`src/rtl/core/m2x2_pkg.sv`:
```
`timescale 1ns / 1ps
// ----------------------------------------------------------------------------
// m2x2_pkg
// Opcodes, port width and the request/result payload types of the 2x2 unit.
// ----------------------------------------------------------------------------
package m2x2_pkg;

  localparam int PORT_W = 32;

  typedef enum logic [3:0] {
    OP_INV   = 4'd0,
    OP_MUL   = 4'd1,
    OP_MATV  = 4'd2,
    OP_VMAT  = 4'd3,
    OP_TRANS = 4'd4,
    OP_ADD   = 4'd5,
    OP_SUB   = 4'd6,
    OP_EYE   = 4'd7,
    OP_GAIN  = 4'd8
  } op_t;

  typedef struct packed {
    logic [3:0]        op;
    logic [PORT_W-1:0] a_00;
    logic [PORT_W-1:0] a_01;
    logic [PORT_W-1:0] a_10;
    logic [PORT_W-1:0] a_11;
    logic [PORT_W-1:0] b_00;
    logic [PORT_W-1:0] b_01;
    logic [PORT_W-1:0] b_10;
    logic [PORT_W-1:0] b_11;
  } req_t;

  typedef struct packed {
    logic [PORT_W-1:0] r_00;
    logic [PORT_W-1:0] r_01;
    logic [PORT_W-1:0] r_10;
    logic [PORT_W-1:0] r_11;
    logic              singular;
  } res_t;

endpackage

```
`src/rtl/core/m2x2_queue.sv`:
```
`timescale 1ns / 1ps
// ----------------------------------------------------------------------------
// m2x2_queue
// Two-entry request queue between the front and the back.
// ----------------------------------------------------------------------------
module m2x2_queue
  import m2x2_pkg::*;
(
  input  logic clk,
  input  logic rst,
  input  logic in_valid,
  output logic in_ready,
  input  req_t in_data,
  output logic out_valid,
  input  logic out_ready,
  output req_t out_data
);

  req_t       mem [2];
  logic       wr_ptr;
  logic       rd_ptr;
  logic [1:0] count;
  logic       push;
  logic       pop;

  assign in_ready  = (count != 2'd2);
  assign out_valid = (count != 2'd0);
  assign out_data  = mem[rd_ptr];
  assign push      = in_valid && in_ready;
  assign pop       = out_valid && out_ready;

  always_ff @(posedge clk) begin
    if (push) begin
      mem[wr_ptr] <= in_data;
    end
  end

  always_ff @(posedge clk) begin
    if (rst) begin
      wr_ptr <= 1'b0;
      rd_ptr <= 1'b0;
      count  <= 2'd0;
    end else begin
      if (push) begin
        wr_ptr <= ~wr_ptr;
      end
      if (pop) begin
        rd_ptr <= ~rd_ptr;
      end
      count <= count + {1'b0, push} - {1'b0, pop};
    end
  end

endmodule

```
`config.mk`:
```
export PLATFORM = sky130hd
export DESIGN_NAME = m2x2_queue
export DESIGN_NICKNAME = d
export VERILOG_FILES = /design/src/rtl/core/m2x2_pkg.sv /design/src/rtl/core/m2x2_queue.sv
export SDC_FILE = /design/constraint.sdc
export NUM_CORES = 1
export LEC_CHECK = 0
export BUFFER_PORTS_ARGS = -buffer_cell sky130_fd_sc_hd__buf_2
export CAP_MARGIN = 10
export CORE_MARGIN = 1.5
export CORE_UTILIZATION = 25
export DETAILED_ROUTE_END_ITERATION = 12
export GPL_ROUTABILITY_DRIVEN = 0
export SLEW_MARGIN = 20
export SYNTH_ARGS = -nofsm -noshare
export SYNTH_HDL_FRONTEND = slang
export SYNTH_SLANG_ARGS = --single-unit
```
`constraint.sdc`:
```
create_clock -name clk -period 11.92 [get_ports clk]
set_clock_uncertainty 0.15 [all_clocks]
set_input_delay 0.596 -clock clk [delete_from_list [all_inputs] [get_ports clk]]
set_output_delay 0.596 -clock clk [all_outputs]
set_load 0.05 [all_outputs]
```
==> Yosys cells after proc, flatten, opt, wreduce, memory -nomap -nowiden <==
Memory sizes are Yosys's and may differ from the RTL's. A register that Yosys moved wholly into a read port is not among the register bits.
Index checks and enable logic that the tools add are counted.
{ "word_totals": {"ramBits": 520, "wordCells": 16, "reg_bits": 4, "mem_count": 1} }
{ "memory_table": {"columns": ["name", "words", "width", "read_ports", "rd_ports_with_merged_regs", "write_ports", "line_no", "text"], "rows": [
  ["mem", 2, 260, 1, 1, 1, "m2x2_queue.sv:19", "req_t mem [2];"]
]} }
{ "op_classes": {"add_sub_neg": 2, "mux": 4, "n_bitwise": 2, "eq_ne": 1, "reduce_logical": 3} }
{ "ops": {"columns": ["op", "n"], "rows": [
  ["$mux 1", 4],
  ["$add 2x1->2", 1],
  ["$logic_and 1x1->1", 2],
  ["$ne 2x2->1 const B", 1],
  ["$not 1->1", 2],
  ["$reduce_bool 2->1", 1],
  ["$sub 2x1->2", 1]
]} }

==> Depth between registers and ports, before layout <==
{ "logic_depth": {"word_depth": 4, "depth_mapped": 8} }

==> Worst setup path after synthesis <==
No wires, ideal clock.
{ "synth_path": {"kind": "register to register", "start": "register count[0]", "end": "memory mem[0][0] (netlist bit) (enable)", "path_slack_ns": -0.897, "path_stages_with_launch": 4, "arrival_time_ns": 11.780, "period_less_slack_ns": 12.817, "cell_sequence": "dfxtp_1 > nand2b_1 > nand2_1 > nor2_1"} }
{ "synth_between": {"elab_chain_cells": 4} }
{ "synth_rtl": {"columns": ["item", "line_no", "text"], "rows": [
  ["start: declaration", "m2x2_queue.sv:22", "logic [1:0] count;"],
  ["start signal: assignment", "m2x2_queue.sv:50", "count <= count + {1'b0, push} - {1'b0, pop};"],
  ["$ne 2x2->1", "m2x2_queue.sv:26", "assign in_ready = (count != 2'd2);"],
  ["net in_ready", "m2x2_queue.sv:12", "output logic in_ready,"],
  ["$logic_and 1x1->1", "m2x2_queue.sv:29", "assign push = in_valid && in_ready;"],
  ["$mux 1", "m2x2_queue.sv:33", "if (push) begin"],
  ["$mux 1 (implied by the code)", "m2x2_queue.sv:34", "mem[wr_ptr] <= in_data;"],
  ["end: declaration", "m2x2_queue.sv:19", null]
]} }
The timed path passes the listed nets, and every way through them passes these cells.

==> flow_summary.ini <==
[hold_path]
hold_path.class = input port to register
whs_path_depth = 1

[routing]
viasPerCell = 3.89
postRouteAntennaNets = 0
drc_errors = 0
wirelength_microns = 43500
drt-initial-drc-count = 491
firstDrtPassIters = 4
vias = 9960
routedWlPerCell_microns = 17.0

[worst_setup_path]
rrSetupSlack_ns = 8.90
arrival_ns = 3.76
rr_startpoint = count[0]$_SDFF_PP0_
cp_data_required_time_ns = 11.17
start_kind = register
cp-end-kind = primary output
r2r-end = mem[0][144]$_DFFE_PP_
crit_end = out_data[50]
worstSetupPathType = register to primary output
reg2reg_depth = 5
cp_max_fo = 64

[timing]
min_period_over_period_pct = 37.8
fin_tns_setup_ns = 0
min_period_ns = 4.50
slew_headroom_pct = 28.7
hold_violations = 0
max_freq_mhz = 222
drv_slew = 0
setup_viol = 0
rsz0062_at_grt = false
worst_pin_slew_ns = 1.07

[yosys]
synth_xor_area_share_pct = 0.133
synth_compound_area_share_pct = 0.0379
avgSynthCellArea_sq_um = 23.8
synth_ff_type = edfxtp_1
synth_top_family_by_area = multiplexers
synthAdderAreaFrac_pct = 0.126
post_synth_mux_area_share_pct = 18.6
ys_seq_elements = 525
synth_edf_count = 520
synth_fp_nets = 1099
ys_warn_count = 0
synth_cells = 833
seq_area_frac_synth_pct = 79.3
async_reset_ff_share_pct = 0
synth_cell_types = 17
synth_area_sq_um = 19800
synth_simple_gate_area_share_pct = 0.272

[clock_tree]
cts_buffers = 55
cts_sinks = 525
cts_root_buffer = clkbuf_16
htreeDepth = 2
cts_setup_buffers = 0
clock_path_buffers = 3
cts_tree = built
clock_latency_ns = 0.58
clkTransAtPathRegs_ns = 0.06

[global_routing]
grt_use_total_pct = 10.4
grt_pass1_vias = 11100
grt_first_pass_wirelength_microns = 64700
grt_max_degree = 133
antenna_found_initial = 6
grt.overflow.total = 0

[pwr]
leakagePower_nw = 9.86
peakVddDrop_v = 0.000157
cellPowerDensity_nw_per_um2 = 238

[placed_design]
dp.cells = 2388
port_buffers = 525
place_hpwl_microns = 29700

[die]
core_region_area_sq_um = 78700
die_h_microns = 284
num_rows = 103
die-area_sq_um = 80900
initial_core_util_pct = 25.2
ios = 526
dieWidth_microns = 284

[layout]
fin_util_pct = 33.1
drive_gt1_share_pct = 57.6
multi_input_area_sq_um = 3810
syn_to_final_growth_pct = 31.4
seq_area_sq_um = 15700
layout.nets = 1734
fin_cells = 2562
fillers = 7526

[outcome]
status = finished, final reports clean

[run]
drv_cap = 0
-- Yosys cell counts, types with 2 or more instances --
master	instances	area, sq um
edfxtp_1	520	15600
mux2_4	200	3000
mux2_2	61	687
buf_6	23	259
buf_2	6	30.0
dfxtp_1	5	100
nor2_1	5	18.8
ha_1	2	25.0
nor2b_1	2	12.5
xnor2_1	2	17.5
-- metal layers --
| layer | routed length [microns] | global-route usage, % | vias to the layer above |
|---|---|---|---|
| met3 | 3720 | 4.11 | 92 |
| met2 | 22600 | 18.6 | 362 |
| met5 | 27 | 0 | - |
| met1 | 15800 | 10.7 | 4913 |
| li1 | - | - | 4589 |
| met4 | 1420 | 4.15 | 4 |
-- timing repair --
item,CTS,global route
hold buffers,73,0
hold endpoints to repair,137,0
gates resized for setup,0,0
-- area by class of cell --
type	instances	share of cell area, %
Antenna cell	4	0.0385
Sequential cell	525	60.4
Multi-Input combinational cell	278	14.7
Clock buffer	69	5.49
Inverter	1	0.0144
Tap cell	1050	5.05
Clock inverter	28	1.12
Timing Repair Buffer	607	13.3
-- layout by cell type, fill, tap and decap left out, drive strengths merged, types with 2 or more instances in the layout --
| cell type | netlist | final |
|---|---|---|
| edfxtp | 520 | 520 |
| mux2 | 261 | 261 |
| clkinvlp | 0 | 4 |
| ha | 2 | 2 |
| buf | 29 | 534 |
| inv | 1 | 3 |
| xnor2 | 2 | 2 |
| nor2b | 2 | 2 |
| clkinv | 0 | 16 |
| clkbuf | 0 | 69 |
| bufinv | 0 | 6 |
| dlygate4sd3 | 0 | 73 |
| diode | 0 | 4 |
| nor2 | 5 | 5 |
| dfxtp | 5 | 5 |
-- power by group --
part | switching [W] | total (W) | internal [W]
logic | 0.00148 | 0.00214 | 0.000659
clock network | 0.000679 | 0.00165 | 0.000971
registers | 0.0000769 | 0.00240 | 0.00232
total | 0.00224 | 0.00619 | 0.00395
-- registers in the layout, indices dropped and copies added, names as in the netlist, named ones only --
name    count
rd_ptr      1
wr_ptr      1
mem       520
count       2
-- per-stage QoR --
| step | setup slack (ns) | power (W) | instance area [sq um] | hold slack, ns |
|---|---|---|---|---|
| floorplan | 3.50 | 0.00421 | 19800 | 0.331 |
| global placement | 8.06 | 0.00455 | 23600 | 0.350 |
| detailed placement | 7.97 | 0.00458 | 23600 | 0.363 |
| CTS | 7.31 | 0.00628 | 26000 | 0.000117 |
| global route | 7.17 | 0.00643 | 26000 | 0.00441 |
| finish | 7.42 | 0.00619 | 26000 | 0.0512 |
-- worst min-delay path by stage --
stage	start	to	slack [ns]
global route	in_data[130]	mem[0][130]$_DFFE_PP_	0.004
floorplan	rd_ptr$_SDFFE_PP0P_	register	0.33
detailed placement	rd_ptr$_SDFFE_PP0P_	rd_ptr$_SDFFE_PP0P_	0.36
finish	in_data[94]	mem[0][94]$_DFFE_PP_	0.05
CTS	in_data[16]	mem[1][16]$_DFFE_PP_	0.0001
global placement	rd_ptr$_SDFFE_PP0P_	rd_ptr$_SDFFE_PP0P_	0.35
-- worst max-delay path: stages (launching register included) --
cell and delay (ns):
dfxtp_4 0.66, buf_4 0.85, buf_4 0.91, mux2_2 0.41, buf_2 0.21
-- kinds of logic after synthesis --
logic type,after synthesis
AOI/OAI and AO/OA,1
xor gates and xnor gates,3
adders and majority gates,2
buffers and inverters,30
DFF,525
muxes,261
and+or+nand+nor,11
Power figures use the tool's default switching activity.
