File: src/rtl/core/m2x2_pkg.sv
`timescale 1ns / 1ps
// ----------------------------------------------------------------------------
// m2x2_pkg
// Opcodes, port width and the request/result payload types of the 2x2 unit.
// ----------------------------------------------------------------------------
package m2x2_pkg;

  localparam int PORT_W = 32;

  typedef enum logic [3:0] {
    OP_INV   = 4'd0,
    OP_MUL   = 4'd1,
    OP_MATV  = 4'd2,
    OP_VMAT  = 4'd3,
    OP_TRANS = 4'd4,
    OP_ADD   = 4'd5,
    OP_SUB   = 4'd6,
    OP_EYE   = 4'd7,
    OP_GAIN  = 4'd8
  } op_t;

  typedef struct packed {
    logic [3:0]        op;
    logic [PORT_W-1:0] a_00;
    logic [PORT_W-1:0] a_01;
    logic [PORT_W-1:0] a_10;
    logic [PORT_W-1:0] a_11;
    logic [PORT_W-1:0] b_00;
    logic [PORT_W-1:0] b_01;
    logic [PORT_W-1:0] b_10;
    logic [PORT_W-1:0] b_11;
  } req_t;

  typedef struct packed {
    logic [PORT_W-1:0] r_00;
    logic [PORT_W-1:0] r_01;
    logic [PORT_W-1:0] r_10;
    logic [PORT_W-1:0] r_11;
    logic              singular;
  } res_t;

endpackage

File: src/rtl/core/m2x2_front.sv
`timescale 1ns / 1ps
// ----------------------------------------------------------------------------
// m2x2_front
// Input register stage; folds unused opcodes to a request with zero operands.
// ----------------------------------------------------------------------------
module m2x2_front
  import m2x2_pkg::*;
(
  input  logic clk,
  input  logic rst,
  input  logic in_valid,
  output logic in_ready,
  input  req_t in_data,
  output logic out_valid,
  input  logic out_ready,
  output req_t out_data
);

  logic vld;
  req_t hold;
  req_t cls;

  always_comb begin
    cls = in_data;
    // An unused opcode becomes an add of zeros, which yields an all-zero result.
    if (in_data.op > OP_GAIN) begin
      cls      = '0;
      cls.op   = OP_ADD;
    end
  end

  assign in_ready  = !vld || out_ready;
  assign out_valid = vld;
  assign out_data  = hold;

  always_ff @(posedge clk) begin
    if (rst) begin
      vld <= 1'b0;
    end else if (in_ready) begin
      vld <= in_valid;
    end
  end

  always_ff @(posedge clk) begin
    if (in_ready && in_valid) begin
      hold <= cls;
    end
  end

endmodule

File: config.mk
export PLATFORM = sky130hd
export DESIGN_NAME = m2x2_front
export DESIGN_NICKNAME = d
export VERILOG_FILES = /design/src/rtl/core/m2x2_pkg.sv /design/src/rtl/core/m2x2_front.sv
export SDC_FILE = /design/constraint.sdc
export NUM_CORES = 1
export LEC_CHECK = 0
export ABC_AREA = 1
export BUFFER_PORTS_ARGS = -buffer_cell sky130_fd_sc_hd__buf_4
export CELL_PAD_IN_SITES_DETAIL_PLACEMENT = 0
export CELL_PAD_IN_SITES_GLOBAL_PLACEMENT = 2
export CORE_ASPECT_RATIO = 1.4
export CORE_MARGIN = 8
export CORE_UTILIZATION = 29
export DETAILED_ROUTE_END_ITERATION = 10
export PLACE_DENSITY_LB_ADDON = 0.1
export SETUP_SLACK_MARGIN = 0.15
export SLEW_MARGIN = 10
export SYNTH_ARGS = -nofsm -noshare
export SYNTH_HDL_FRONTEND = slang
export SYNTH_SLANG_ARGS = --single-unit
File: constraint.sdc
create_clock -name clk -period 18 [get_ports clk]
set_clock_uncertainty 0.05 [all_clocks]
set_input_delay 0 -clock clk [delete_from_list [all_inputs] [get_ports clk]]
set_output_delay 0 -clock clk [all_outputs]
set_load 0.02 [all_outputs]
# After elaboration in Yosys (flattened, before gate mapping)
# Index checks and enable logic that the tools add are counted.
[word_totals]
romBits = 0
ramBits = 0
inputBits = 264
ff_bits = 261
out_inout_bits = 262
latch_bits = 0
memories = 0
elab_cells = 14
[op_classes]
bitwise = 0
reduce_logical = 3
n_eq_ne = 0
mul = 0
shifts = 0
n_lt_le_gt_ge = 1
muxes = 0
div_mod_pow = 0
n_addsub = 0
[op_table]
columns = ["cell", "count"]
rows = [
  ["> comparator 4 bit (second input constant)", 1],
  ["logical AND 1 bit", 1],
  ["zero test 1 bit", 1],
  ["logical OR 1 bit", 1],
]

# Logic depth before layout (Yosys ltp)
[logic_depth]
ltp_word = 3
ltp_mapped = 5
depth_no_buf = 4

# Worst setup path before layout
# Ideal clock, no wire load.
[synth_path]
kind = "reg-to-reg"
startpoint = "register vld, in the netlist out_valid"
endpoint = "register hold (netlist bit out_data[0]) (enable)"
path_stages_with_launch = 2
setup_time_ns = 0.968
arrival_time_ns = 12.897
period_less_slack_ns = 13.915
n_path_buf = 0
setup_slack_ns = 4.085
required_ns = 16.982
cell_sequence = "dfxtp_1 > a21oi_1"
[synth_via]
elab_chain_cells = 3
[synth_lines]
columns = ["element", "line_no", "rtl"]
rows = [
  ["from (decl)", "m2x2_front.sv:19", "logic vld;"],
  ["from (signal assigned)", "m2x2_front.sv:40", "vld <= in_valid;"],
  ["zero test 1 bit", "m2x2_front.sv:32", "assign in_ready = !vld || out_ready;"],
  ["logical OR 1 bit", "m2x2_front.sv:32", ""],
  ["logical AND 1 bit", "m2x2_front.sv:45", "if (in_ready && in_valid) begin"],
  ["to (signal assigned)", "m2x2_front.sv:46", "hold <= cls;"],
  ["to (decl)", "m2x2_front.sv:20", "req_t hold;"],
]
# No other way between the ends.
# A chain may end at the register's enable or synchronous reset.

# Final worst setup path
[layout_path]
startpoint = "input in_data[258] (netlist bit)"
endpoint = "register hold (netlist bit out_data[175]) (data pin)"
[layout_via]
elab_chain_cells = 1
[layout_lines]
columns = ["element", "line_no", "rtl"]
rows = [
  ["from (decl)", "m2x2_front.sv:13", "input req_t in_data,"],
  ["> comparator 4 bit", "m2x2_front.sv:26", "if (in_data.op > OP_GAIN) begin"],
]
# No other way between the ends.

==> results_dict.tcl <==
set metrics [dict create \
    seq_power_share 0.441 \
    cp_slowest_stage_delay_ns 0.91 \
    path_max_fanout 77 \
    setup_total_negative_slack_ns 0 \
    critPathMostFrequentCell "buf_4" \
    compound_cell_area_share_of_the_yosys_netlist 0.181 \
    post_synth_and_or_nand_nor_area_fraction 0.00254 \
    timing.critical_path.required_ns 18.23 \
    totalWireLength_microns 41000 \
    syn_std_cell_area_sq_um 11300 \
    routed_wire_length_per_instance_microns 19.0 \
    slew_viol_final 0 \
    clock_tree.buffer_depth 3 \
    power.clock.fraction 0.376 \
    reg2reg_slack_ns 15.24 \
    final_antenna_net_count 0 \
    tritoncts "done" \
    die_area_sq_um 45700 \
    multi_input_area_sq_um 2100 \
    post_route_cells_drive_above_1_share 0.476 \
    place.port_buffers 525 \
    floorplan.initialDensity 0.294 \
    first_global_vias 9767 \
    hold_violations 0 \
    flow.area_growth_from_synthesis_pct 69.8 \
    final.fill_count 3556 \
    post_synthesis_share_of_cell_area_spent_on_xor_and_xnor_gates 0 \
    core_occupancy_in_the_finished_layout 0.499 \
    unrepaired_setup_endpoints_after_global_routing "false" \
    rows 85 \
    cp_data_arrival_time_ns 3.22 \
    power.static_leakage_nw 8.62 \
    gp_congestion 0.758 \
    clock_insertion_delay_worst_skew_ns 0.55 \
    ioPinCount 526 \
    largest_net_degree_at_the_start_of_global_routing 182 \
    drtPass1Iterations 4 \
    power.density_nw_per_um2 86.5 \
    reg2reg_to "out_data[141]$_SDFFCE_PN0P_" \
    grt_overflow_total 0 \
    combinationalPowerShare 0.183 \
    yosys-mux-area-fraction 0 \
    timing.max_slew.rel_slack 0.260 \
    vias 8894 \
    power_mw 1.66 \
    cp-start-kind "input pin" \
    synth_sequential_area_ratio 0.692 \
    h-tree-depth 1 \
    timing.critical_path.cells "dlygate4sd3_1 > buf_4 > inv_1 > nand2_8 > buf_4 > buf_4 > a21oi_2" \
    fmax_mhz 333 \
    tightestPinTransition_ns 1.11 \
    nets 1879 \
    initialDrtViolationCount 430 \
    timing_worst_setup_path_type "input pin to register" \
    cts_made_buffers 30 \
    drt_drc_violations_left 0 \
    yosys_warnings 0 \
    crit_slowest_cell "buf_4" \
    die_y_microns 250 \
    synth.net_count 1110 \
    power.net_switching_mw 0.427 \
    setup-violations-final 0 \
    vias_per_cell 4.12 \
    min-delay-path-class "input pin to register" \
    synthesis.instances 846 \
    worst_hold_startpoint "in_data[259]" \
    post_synth_cell_types 13 \
    timing.hold.worst_path_depth 2 \
    worst_r2r_startpoint "out_valid$_SDFFE_PP0P_" \
    core-area_sq_um 38500 \
    final.min_clock_period_ns 3.00 \
    regArea_sq_um 7830 \
    yosys.area_share.adder 0 \
    track_usage 0.172 \
    run_status "finished, final reports clean" \
    wire_length_of_the_first_global_routing_pass_microns 60200 \
    internal_power_mw 1.23 \
    power.switching_fraction 0.257 \
    critical_path_buf_inv_count 5 \
    r2r_cells 3 \
    clkTransAtPathRegs_ns 0.06 \
    timing.critical_path.to_type "register" \
    dp_hpwl_microns 28300 \
    min_delay_worst_endpoint "out_data[27]$_SDFFCE_PN0P_" \
    clock_sink_count 261 \
    fin_crit_sh 0.167 \
    crit_family "buffers and inverters" \
    floorplan.die.width_microns 183 \
    antenna_found_initial 1 \
    cap_viol_max_count 0 \
    cts_resized 0 \
    syn-mean-instance-area_sq_um 13.4 \
    synth.ff_latch_count 261 \
    main_combinational_cell_family_by_area_after_synthesis "compound AO/OA/AOI/OAI gates" \
    vdd_drop_max_mv 0.0656 \
    clockRootBuffer "clkbuf_16" \
]
==> cell type report <==
| cell class | count | area share |
|---|---|---|
| multi-input cells | 266 | 0.109 |
| clock inverters | 23 | 0.0113 |
| inverters | 262 | 0.0512 |
| diodes | 1 | 0.000130 |
| flip-flops and latches | 261 | 0.408 |
| well taps | 522 | 0.0340 |
| clock buffers | 32 | 0.0406 |
| repair buffers | 794 | 0.346 |
==> cells in the mapped netlist <==
cell	count	area (sq um)
buf_1	1	3.75
buf_2	26	130
nor2_1	2	7.51
a21oi_1	59	295
buf_6	23	259
dfxtp_1	1	20.0
a21oi_2	200	1750
clkbuf_1	6	22.5
edfxtp_1	260	7810
buf_4	1	7.51
nand2_2	1	6.26
inv_1	262	983
nand2_1	4	15.0
==> kinds of logic (layout without fill, tap and decap cells) <==
family                 Yosys count  count (layout)
DFF                            261             261
AOI/OAI and AO/OA              259             259
other                            0               1
buffers and inverters          319            1111
and+or+nand+nor                  7               7
==> placed cells by master (no fill, tap or decap), drive strengths merged <==
master,count
dfxtp,1
edfxtp,260
inv,263
nand2,5
dlygate4sd3,261
nor2,2
clkinvlp,3
clkbuf,32
buf,533
bufinv,4
diode,1
a21oi,259
clkinv,15
==> per-layer routing <==
layer  global-route usage  routed length, microns  vias to the layer above  part of all wire
met5                    0                       0                        -                 0
met4               0.0789                    1850                        0             0.045
met3               0.0651                    4090                       76              0.10
met2                0.310                   20900                      388              0.51
met1                0.172                   14100                     4121              0.34
li1                     -                       -                     4309                 -
==> power groups by stage <==
stage                     Combinational [mW]  Sequential [mW]  Clock (mW)
after floorplan                       0.0732            0.814           0
after global placement                 0.258            0.744           0
after detailed placement               0.258            0.745           0
after CTS                              0.308            0.733       0.645
after global routing                   0.324            0.736       0.665
final                                  0.303            0.732       0.625
==> per-stage QoR <==
step | area [sq um] | worst slack [ns] | hold slack, ns | instances
after floorplan | 11300 | 4.08 | 0.0191 | 846
after global routing | 19200 | 14.85 | 0.0931 | 2161
after detailed placement | 15600 | 14.89 | 0.116 | 1844
after global placement | 15600 | 14.94 | 0.109 | 1844
after CTS | 19200 | 14.97 | 0.0726 | 2160
final | 19200 | 15.00 | 0.0455 | 2161
==> how the worst max path moves through the flow <==
| stage | depth (start not counted) | start | to | slack [ns] |
|---|---|---|---|---|
| after floorplan | 1 | out_valid$_SDFFE_PP0P_ | out_data[0]$_SDFFCE_PN0P_ | 4.08 |
| after global placement | 6 | in_data[258] | out_data[149]$_SDFFCE_PN0P_ | 14.94 |
| after detailed placement | 6 | in_data[258] | out_data[72]$_SDFFCE_PN0P_ | 14.89 |
| after CTS | 7 | in_data[258] | out_data[125]$_SDFFCE_PN0P_ | 14.97 |
| after global routing | 7 | in_data[256] | out_data[125]$_SDFFCE_PN0P_ | 14.85 |
| final | 7 | in_data[258] | out_data[175]$_SDFFCE_PN0P_ | 15.00 |
==> sequential cells by signal, indices dropped and copies added (netlist names) <==
register and cells:
out_data 260, out_valid 1
==> what timing repair did <==
item / 4_1_cts / 5_1_grt
endpoints found under the hold margin: 260 / 0
buffers inserted: 0 / 0
hold buffers: 261 / 0
Power figures use the tool's default switching activity.
